==> config.mk <==
export PLATFORM = sky130hd
export DESIGN_NAME = lfsa_prio_enc
export DESIGN_NICKNAME = d
export VERILOG_FILES = /design/src/hw/rtl/lfsa_pkg.sv /design/src/hw/rtl/lfsa_prio_enc.sv
export SDC_FILE = /design/constraint.sdc
export NUM_CORES = 1
export LEC_CHECK = 0
export BUFFER_PORTS_ARGS = -buffer_cell sky130_fd_sc_hd__buf_2
export CORE_ASPECT_RATIO = 1.4
export CORE_MARGIN = 3
export CORE_UTILIZATION = 35
export DETAILED_ROUTE_END_ITERATION = 16
export GPL_TIMING_DRIVEN = 1
export PLACE_DENSITY_LB_ADDON = 0.08
export RECOVER_POWER = 100
export SYNTH_ARGS = -nofsm -noshare
export SYNTH_HDL_FRONTEND = slang
export SYNTH_SLANG_ARGS = --single-unit
==> constraint.sdc <==
create_clock -name vclk -period 4.1
set_input_delay 0.615 -clock vclk [all_inputs]
set_output_delay 0.615 -clock vclk [all_outputs]
set_load 0.01 [all_outputs]
==> src/hw/rtl/lfsa_pkg.sv <==
// Shared types and constants for the lowest free slot allocator.
// Holds the item structs and field widths; no dependencies.
package lfsa_pkg;

    localparam int SLOT_W = 7;
    localparam int ID_W   = 10;
    localparam int CFG_W  = 7;

    localparam int MAX_SLOTS_DEF = 64;
    localparam int MAX_IDS_DEF   = 1024;

    localparam logic REQ_ARRIVE = 1'b0;
    localparam logic REQ_DEPART = 1'b1;

    typedef struct packed {
        logic            req_type;
        logic [ID_W-1:0] requester_id;
    } t_req;

    typedef struct packed {
        logic              granted;
        logic [SLOT_W-1:0] slot;
        logic              freed;
    } t_resp;

    // Result of the lowest-free search: whether a slot was found and its number.
    typedef struct packed {
        logic              found;
        logic [SLOT_W-1:0] slot;
    } t_pick;

endpackage

==> src/hw/rtl/lfsa_prio_enc.sv <==
// Lowest-set-bit priority encoder over the free-slot vector.
// Depends on lfsa_pkg for the slot width and the t_pick struct.
module lfsa_prio_enc #(
    parameter int WIDTH = lfsa_pkg::MAX_SLOTS_DEF
) (
    input  logic [WIDTH-1:0] i_vec,
    output logic [WIDTH-1:0] o_onehot,
    output lfsa_pkg::t_pick  o_pick
);
    import lfsa_pkg::*;

    logic [WIDTH-1:0]  w_iso;
    logic [SLOT_W-1:0] w_slot;

    // Two's complement trick isolates the lowest set bit.
    assign w_iso = i_vec & (~i_vec + WIDTH'(1));

    always_comb begin
        w_slot = '0;
        for (int i = 0; i < WIDTH; i++) begin
            if (w_iso[i]) begin
                w_slot = w_slot | SLOT_W'(i + 1);
            end
        end
    end

    assign o_onehot    = w_iso;
    assign o_pick.found = |i_vec;
    assign o_pick.slot  = w_slot;

endmodule

# ---- After elaboration in Yosys (flattened, before gate mapping)
# Cells that the tools add are included.
dict set report op_classes {
  addsub 1
  multipliers 0
  div_mod_pow 0
  order_cmp 0
  n_eq_ne 0
  n_shift 0
  mux 64
  bitwise_logic 2
  n_reduce_logical 1
}
# operator count
set op_table {}
lappend op_table {{$mux 6} 32}
lappend op_table {{$mux 5} 16}
lappend op_table {{$add 64x1->64 const B} 1}
lappend op_table {{$and 64x64->64} 1}
lappend op_table {{$not 64->64} 1}
lappend op_table {{$reduce_or 64->1} 1}
lappend op_table {{$mux 4} 8}
lappend op_table {{$mux 3} 4}
lappend op_table {{$mux 7} 1}
lappend op_table {{$mux 2} 2}
lappend op_table {{$mux 1} 1}
dict set report word_totals {
  ff_bits 0
  latchBits 0
  ram_bits 0
  mem_bits_ro 0
  inputBits 64
  out_inout_bits 72
  word_cells 68
  memories 0
}

# ---- Logic depth before layout (Yosys ltp)
# Gate-level depths: netlist of the first run.
dict set report depth {
  word_depth 67
  mapped_depth 11
  depth_no_buf 9
}

# ---- Worst setup path after synthesis of the first run
# Ideal clock, no wire load.
dict set report synth_path {
  path_kind {input-to-output}
  start {in i_vec[0]}
  end {out o_pick[6] (netlist bit)}
  arrival_ns 2.451
  t_required_ns 3.485
  setup_slack_ns 1.034
  path_stages 8
  n_path_buf 3
  cell_sequence {clkbuf_1 > nor4_4 > nand4_2 > buf_2 > nor3_4 > nand2_2 > nor4_1 > buf_4}
}
# item line_no
set synth_lines {}
lappend synth_lines {{start, declared} lfsa_prio_enc.sv:6} ;# input logic [WIDTH-1:0] i_vec,
lappend synth_lines {{end, declared} lfsa_prio_enc.sv:8} ;# output lfsa_pkg::t_pick o_pick

==> flow_metrics.env, run 1 <==
export IMPL_layout_commonest_cell="buf_2"
export IMPL_synth_nets=318
export IMPL_timing_fmax_mhz=269
export IMPL_combPwrFrac=1.000
export IMPL_critPathRequiredTime_ns=3.48
export IMPL_setup_viol_count_final=0
export IMPL_max_stage_delay_ns=0.68
export IMPL_p_switching_mw=0.0650
export IMPL_final_core_util=0.514
export IMPL_syn_area_per_cell_um2=6.82
export IMPL_rows=29
export IMPL_final_cell_count_no_fill=451
export IMPL_hold_buffers=0
export IMPL_finalSetupTns_ns=0
export IMPL_drtIter0Drc=124
export IMPL_drive_above_1_share=0.321
export IMPL_drc=0
export IMPL_antenna_cells=0
export IMPL_syn_cell_area_um2=1730
export IMPL_grt_use_total=0.244
export IMPL_start_util=0.373
export IMPL_crit_fanout=8
export IMPL_wl_mm=7.56
export IMPL_start_kind="input pin"
export IMPL_crit_path_top_delay_cell="or3_1"
export IMPL_cts_setup_buffers=0
export IMPL_grt_setup_unrepaired="false"
export IMPL_ios=136
export IMPL_switching_share=0.602
export IMPL_grt_overflow=0
export IMPL_path_delay_family="simple AND/OR/NAND/NOR gates"
export IMPL_dr_pass1_iters=4
export IMPL_syn_to_final_growth_pct=37.8
export IMPL_p_leak_nw=1.07
export IMPL_die_w_um=65.5
export IMPL_port_buffers=136
export IMPL_crit_top_cell="buf_2"
export IMPL_period_minus_slack_ns=3.72
export IMPL_maxCapViolCount=0
export IMPL_cp_buffers_inverters=2
export IMPL_hold_viol=0
export IMPL_route_antenna_remaining_nets=0
export IMPL_place_inst=451
export IMPL_die_y_um=89.3
export IMPL_hold_path_end="o_onehot[63]"
export IMPL_cts_repair_resized=0
export IMPL_die_area_um2=5840
export IMPL_ys_seq_area_frac=0
export IMPL_relSlewSlack=0.569
export IMPL_hold_depth=3
export IMPL_via_per_inst=5.84
export IMPL_gp_congestion=0.977
export IMPL_antenna_found_initial=0
export IMPL_crit_chain="buf_2, nor4_1, nand4_2, or3_1, nor4_4, a2111oi_2, and3b_1, nand4_1, buf_2"
export IMPL_syn_inst=254
export IMPL_hold_class="input pin to output port"
export IMPL_period_share=0.908
export IMPL_layout_nets=455
export IMPL_status="complete, no violations"
export IMPL_wl_per_cell_um=16.8
export IMPL_core_um2=4640
export IMPL_grt_pass1_wl_mm=11.5
export IMPL_netlist_cell_type_count=61
export IMPL_seq_cell_count=0
export IMPL_cp_end_kind="output port"
export IMPL_p_seq_frac=0
export IMPL_ir_worst_vdd_mv=0.0236
export IMPL_n_fill_cell=555
export IMPL_clkbuf_count=0
export IMPL_vias=2632
export IMPL_final_seq_area_um2=0
export IMPL_grt_max_degree=11
export IMPL_min_from="i_vec[62]"
export IMPL_slew_violations=0
export IMPL_p_per_area_nw_per_um2=45.2
export IMPL_grt_pass1_vias=2425
export IMPL_layout_common_cells="buf_2, clkbuf_1, nor2_1"
export IMPL_critPathArrivalTime_ns=3.11
export IMPL_critical_path_class="input pin to output port"
export IMPL_place_hpwl_mm=6.69
export IMPL_yosys_warnings=0
export IMPL_worst_slew_pin_transition_ns=0.630
export IMPL_p_clk_frac=0
export IMPL_p_int_mw=0.0430
==> synth_stat cells, types with 6 or more instances <==
| library cell | instances | area [µm²] |
|---|---|---|
| nor3_2 | 7 | 70.1 |
| nor3_1 | 20 | 100 |
| nand2_1 | 16 | 60.1 |
| nand4_1 | 10 | 62.6 |
| nor2_1 | 32 | 120 |
| and3_1 | 11 | 68.8 |
| or4_1 | 6 | 45.0 |
| nand3_1 | 12 | 60.1 |
| and2_1 | 9 | 56.3 |
| inv_1 | 13 | 48.8 |
| nor4_4 | 7 | 149 |
| nor4_1 | 21 | 131 |
==> how the worst max path moves through the flow <==
stage / start / endpoint / slack [ns] / depth (start not counted)
floorplan: i_vec[0] / o_pick[6] / 1.03 / 8
global placement: i_vec[30] / o_pick[3] / 0.52 / 9
detailed placement: i_vec[30] / o_pick[3] / 0.52 / 9
CTS: i_vec[30] / o_pick[3] / 0.51 / 9
global route: i_vec[13] / o_pick[4] / 0.20 / 9
finish: i_vec[6] / o_pick[3] / 0.38 / 9
==> area by class of cell <==
| class | count | area [µm²] | area share |
|---|---|---|---|
| repair buffers | 140 | 638 | 0.267 |
| well taps | 62 | 77.6 | 0.0325 |
| multi-input cells | 236 | 1620 | 0.680 |
| inverters | 13 | 48.8 | 0.0204 |
==> through the flow <==
step,setup WS (ns),hold WS [ns],total power [mW],cell area [µm²]
after global placement,0.525,1.52,0.109,2490
after detailed placement,0.516,1.51,0.110,2490
after floorplan,1.03,1.28,0.0403,1730
final,0.378,1.50,0.108,2390
after global routing,0.196,1.54,0.119,2390
after CTS,0.510,1.51,0.110,2490
==> tightest hold or removal path, delay by kind of cell <==
family	cells	cell delay (ns)
AND/OR/NAND/NOR	1	0.06
buffers and inverters	2	0.22
==> routing by layer <==
metal  global-route usage  part of all wire  up-vias
met2                0.445              0.49      129
met1                0.305              0.41     1198
met4               0.0660             0.028        0
met5                    0                 0        -
met3               0.0214             0.072       16
li1                     -                 -     1289
==> power by group through the flow <==
stage	Clock, mW	Sequential [mW]	Combinational, mW
after floorplan	0	0	0.0403
after global routing	0	0	0.119
after CTS	0	0	0.110
after detailed placement	0	0	0.110
after global placement	0	0	0.109
final	0	0	0.108
==> cells by family (layout without fill, tap and decap cells) <==
| kind of cell | count (synthesis) | in the layout | synth area share |
|---|---|---|---|
| compound gates | 26 | 26 | 0.112 |
| buf+inv | 18 | 153 | 0.0484 |
| simple gates | 210 | 210 | 0.840 |
Power figures use the tool's default switching activity.
==> inputs of run 2 (changes only) <==
Settings changed: CORE_UTILIZATION 35 to 45.
==> flow_metrics.env, run 2 (same netlist as run 1, synthesis figures left out) <==
export IMPL_p_seq_frac=0
export IMPL_route_antenna_remaining_nets=0
export IMPL_hold_class="input pin to output port"
export IMPL_antenna_found_initial=0
export IMPL_switching_share=0.609
export IMPL_p_leak_nw=1.06
export IMPL_grt_use_total=0.324
export IMPL_grt_use_met1=0.392
export IMPL_core_um2=3680
export IMPL_period_share=0.902
export IMPL_met3_usage=0.0227
export IMPL_crit_fanout=13
export IMPL_drive_above_1_share=0.311
export IMPL_setup_viol_count_final=0
export IMPL_critical_path_class="input pin to output port"
export IMPL_layout_common_cells="buf_2, clkbuf_1, nor2_1"
export IMPL_status="complete, no violations"
export IMPL_finalSetupTns_ns=0
export IMPL_grt_pass1_wl_mm=12.3
export IMPL_seq_cell_count=0
export IMPL_critPathArrivalTime_ns=3.08
export IMPL_die_w_um=58.4
export IMPL_n_fill_cell=388
export IMPL_wl_mm=7.83
export IMPL_p_clk_frac=0
export IMPL_grt_max_degree=14
export IMPL_die_y_um=79.4
export IMPL_period_minus_slack_ns=3.70
export IMPL_die_area_um2=4640
export IMPL_wl_per_cell_um=18.2
export IMPL_rows=26
export IMPL_p_switching_mw=0.0687
export IMPL_via_per_inst=6.43
export IMPL_grtUsageMet2=0.604
export IMPL_relSlewSlack=0.533
export IMPL_grt_overflow=0
export IMPL_busiest_layer="met2"
export IMPL_p_per_area_nw_per_um2=47.9
export IMPL_gp_congestion=0.984
export IMPL_layout_commonest_cell="buf_2"
export IMPL_whs_ns=1.51
export IMPL_drc=0
export IMPL_dr_pass1_iters=5
export IMPL_cp_end_kind="output port"
export IMPL_start_util=0.471
export IMPL_ios=136
export IMPL_ir_worst_vdd_mv=0.0420
export IMPL_place_hpwl_mm=6.71
export IMPL_drtIter0Drc=330
export IMPL_clkbuf_count=0
export IMPL_syn_to_final_growth_pct=36.0
export IMPL_critPathRequiredTime_ns=3.48
export IMPL_grt_pass1_vias=2555
export IMPL_grt_setup_unrepaired="false"
export IMPL_p_int_mw=0.0441
export IMPL_antenna_cells=0
export IMPL_vias=2773
export IMPL_combPwrFrac=1.000
export IMPL_final_seq_area_um2=0
export IMPL_start_kind="input pin"
export IMPL_cts_repair_resized=0
export IMPL_layout_nets=455
export IMPL_cts_setup_buffers=0
export IMPL_port_buffers=136
export IMPL_timing_fmax_mhz=270
export IMPL_worst_slew_pin_transition_ns=0.694
export IMPL_hold_buffers=0
export IMPL_maxCapViolCount=0
export IMPL_slew_violations=0
export IMPL_hold_viol=0
[run 2: cell types whose count changed in the layout (fill, tap and decap cells not counted), sizes merged]
| cell | before | now |
|---|---|---|
| buf | 86 | 85 |
| clkbuf | 54 | 55 |
[run 2: area by class of cell]
cell class	count	area, µm²	area share
inverter	13	48.8	0.0207
multi-input combinational	236	1620	0.687
tap	42	52.6	0.0223
timing repair buffer	140	637	0.270
[run 2: per-layer routing]
metal	up-vias	share of wire
met5	-	0
met2	169	0.52
met3	16	0.093
li1	1293	-
met1	1295	0.37
met4	0	0.021
[run 2: power by group through the flow]
| stage | clock (mW) | sequential [mW] | combinational (mW) |
|---|---|---|---|
| detailed placement | 0 | 0 | 0.111 |
| CTS | 0 | 0 | 0.112 |
| global placement | 0 | 0 | 0.111 |
| floorplan | 0 | 0 | 0.0403 |
| global route | 0 | 0 | 0.122 |
| finish | 0 | 0 | 0.113 |
[run 2: per-stage QoR]
step	area (µm²)	total power, mW	utilization	std cells	worst slack (ns)
floorplan	1730	0.0403	-	254	1.03
global placement	2460	0.111	0.670	431	0.592
detailed placement	2460	0.111	0.670	431	0.478
CTS	2460	0.112	0.670	431	0.460
global route	2360	0.122	0.641	431	0.182
finish	2360	0.113	0.641	431	0.401
[run 2: worst max-delay path, stage by stage]
cell	delay, ns
buf_2	0.14
nor4_4	0.33
nand4_2	0.39
nor3_4	0.42
nand2_1	0.28
nor3_1	0.44
nor4_1	0.16
nand4b_1	0.15
clkbuf_1	0.16
[run 2: worst paths after layout]
path,from,endpoint,cells past startpoint
worst max-delay path,i_vec[2],o_pick[0],9
worst min-delay path,i_vec[62],o_pick[6],3
==> inputs of run 3 (changes only) <==
--- a/config.mk
+++ b/config.mk
@@ -6,9 +6,9 @@
 export NUM_CORES = 1
 export LEC_CHECK = 0
-export BUFFER_PORTS_ARGS = -buffer_cell sky130_fd_sc_hd__buf_2
 export CORE_ASPECT_RATIO = 1.4
 export CORE_MARGIN = 3
-export CORE_UTILIZATION = 45
+export CORE_UTILIZATION = 50
 export DETAILED_ROUTE_END_ITERATION = 16
+export DONT_BUFFER_PORTS = 1
 export GPL_TIMING_DRIVEN = 1
 export PLACE_DENSITY_LB_ADDON = 0.08
==> constraint.sdc (replaced) <==
create_clock -name vclk -period 4.1
set_input_delay 0.41 -clock vclk [all_inputs]
set_output_delay 0.41 -clock vclk [all_outputs]
set_load 0.01 [all_outputs]
==> flow_metrics.env, run 3 (same netlist as run 1, synthesis figures left out) <==
export IMPL_status="complete, no violations"
export IMPL_layout_nets=318
export IMPL_critPathArrivalTime_ns=3.02
export IMPL_max_stage_delay_ns=0.67
export IMPL_crit_chain="nor4_1, nand4_2, or3_1, nor3_1, a2111oi_0, and3b_1, nand4_1"
export IMPL_grt_pass1_vias=2004
export IMPL_ios=136
export IMPL_p_leak_nw=0.629
export IMPL_drc=0
export IMPL_hold_class="input pin to output port"
export IMPL_route_antenna_remaining_nets=0
export IMPL_final_seq_area_um2=0
export IMPL_relSlewSlack=0.406
export IMPL_worst_slew_pin_transition_ns=0.883
export IMPL_die_y_um=75.7
export IMPL_final_cell_count_no_fill=291
export IMPL_rows=24
export IMPL_grt_overflow=0
export IMPL_maxCapViolCount=0
export IMPL_setup_ws_ns=0.673
export IMPL_setup_viol_count_final=0
export IMPL_wl_mm=6.55
export IMPL_hold_path_end="o_onehot[0]"
export IMPL_die_w_um=55.8
export IMPL_period_minus_slack_ns=3.43
export IMPL_drive_above_1_share=0.111
export IMPL_critical_path_class="input pin to output port"
export IMPL_hold_viol=0
export IMPL_min_from="i_vec[0]"
export IMPL_layout_commonest_cell="nor2_1"
export IMPL_hold_depth=0
export IMPL_port_buffers=0
export IMPL_core_um2=3210
export IMPL_start_util=0.539
export IMPL_dr_pass1_iters=5
export IMPL_critPathRequiredTime_ns=3.69
export IMPL_die_area_um2=4220
export IMPL_place_hpwl_mm=5.75
export IMPL_dpl_worst_slack_ns=1.05
export IMPL_crit_fanout=13
export IMPL_ir_worst_vdd_mv=0.0155
export IMPL_vias=2164
export IMPL_p_per_area_nw_per_um2=26.4
export IMPL_antenna_found_initial=0
export IMPL_drtIter0Drc=165
export IMPL_grt_use_total=0.292
export IMPL_layout_common_cells="nor2_1, nor3_1, nor4_1"
export IMPL_slew_violations=0
export IMPL_timing_fmax_mhz=292
export IMPL_grt_max_degree=14
export IMPL_clkbuf_count=0
export IMPL_cts_setup_buffers=0
export IMPL_crit_path_top_delay_cell="or3_1"
export IMPL_syn_to_final_growth_pct=-1.95
export IMPL_finalSetupTns_ns=0
export IMPL_grt_setup_unrepaired="false"
export IMPL_via_per_inst=7.44
export IMPL_wl_per_cell_um=22.5
export IMPL_grt_pass1_wl_mm=10.0
export IMPL_place_inst=291
export IMPL_start_kind="input pin"
export IMPL_cts_repair_resized=0
export IMPL_period_share=0.836
export IMPL_hold_buffers=0
export IMPL_antenna_cells=0
export IMPL_seq_cell_count=0
export IMPL_gp_congestion=0.981
export IMPL_cp_end_kind="output port"
-- run 3: cell count changes in the layout (fill, tap and decap cells not counted), sizes merged --
| cell | change |
|---|---|
| clkbuf | -52 |
| buf | -85 |
-- run 3: final cells by class --
cell class                 instances  area [µm²]
inverter                          13        48.8
fill                             358        1510
tap                               39        48.8
multi-input combinational        236        1590
timing repair buffer               3        11.3
-- run 3: worst max-delay path by stage --
stage	end	startpoint
2_1_floorplan	o_pick[6]	i_vec[0]
3_3_place_gp	o_pick[3]	i_vec[12]
3_5_place_dp	o_pick[3]	i_vec[6]
4_1_cts	o_pick[3]	i_vec[6]
5_1_grt	o_pick[4]	i_vec[6]
6_report	o_pick[3]	i_vec[6]
-- run 3: critical path: cells and delay by family --
family	cells	cell delay (ns)
AND/OR/NAND/NOR	6	2.43
AO/OA/AOI/OAI	1	0.17
-- run 3: power breakdown --
group	switching, mW	internal (mW)	total, mW
logic	0.0248	0.0200	0.0449
clock network	0	0	0
registers	0	0	0
-- run 3: layer usage --
| metal | track usage | vias up | share of wire |
|---|---|---|---|
| li1 | - | 1012 | - |
| met1 | 0.360 | 992 | 0.36 |
| met2 | 0.528 | 144 | 0.49 |
| met3 | 0.0559 | 16 | 0.12 |
| met4 | 0.0676 | 0 | 0.029 |
| met5 | 0 | - | 0 |
-- run 3: metrics by stage --
| stage | total power, mW | util | hold slack (ns) | cell area, µm² |
|---|---|---|---|---|
| after floorplan | 0.0403 | - | 0.870 | 1730 |
| after global placement | 0.0449 | 0.551 | 0.820 | 1770 |
| after detailed placement | 0.0450 | 0.551 | 0.820 | 1770 |
| after CTS | 0.0452 | 0.551 | 0.820 | 1770 |
| after global routing | 0.0496 | 0.529 | 0.820 | 1700 |
| final | 0.0449 | 0.529 | 0.820 | 1700 |
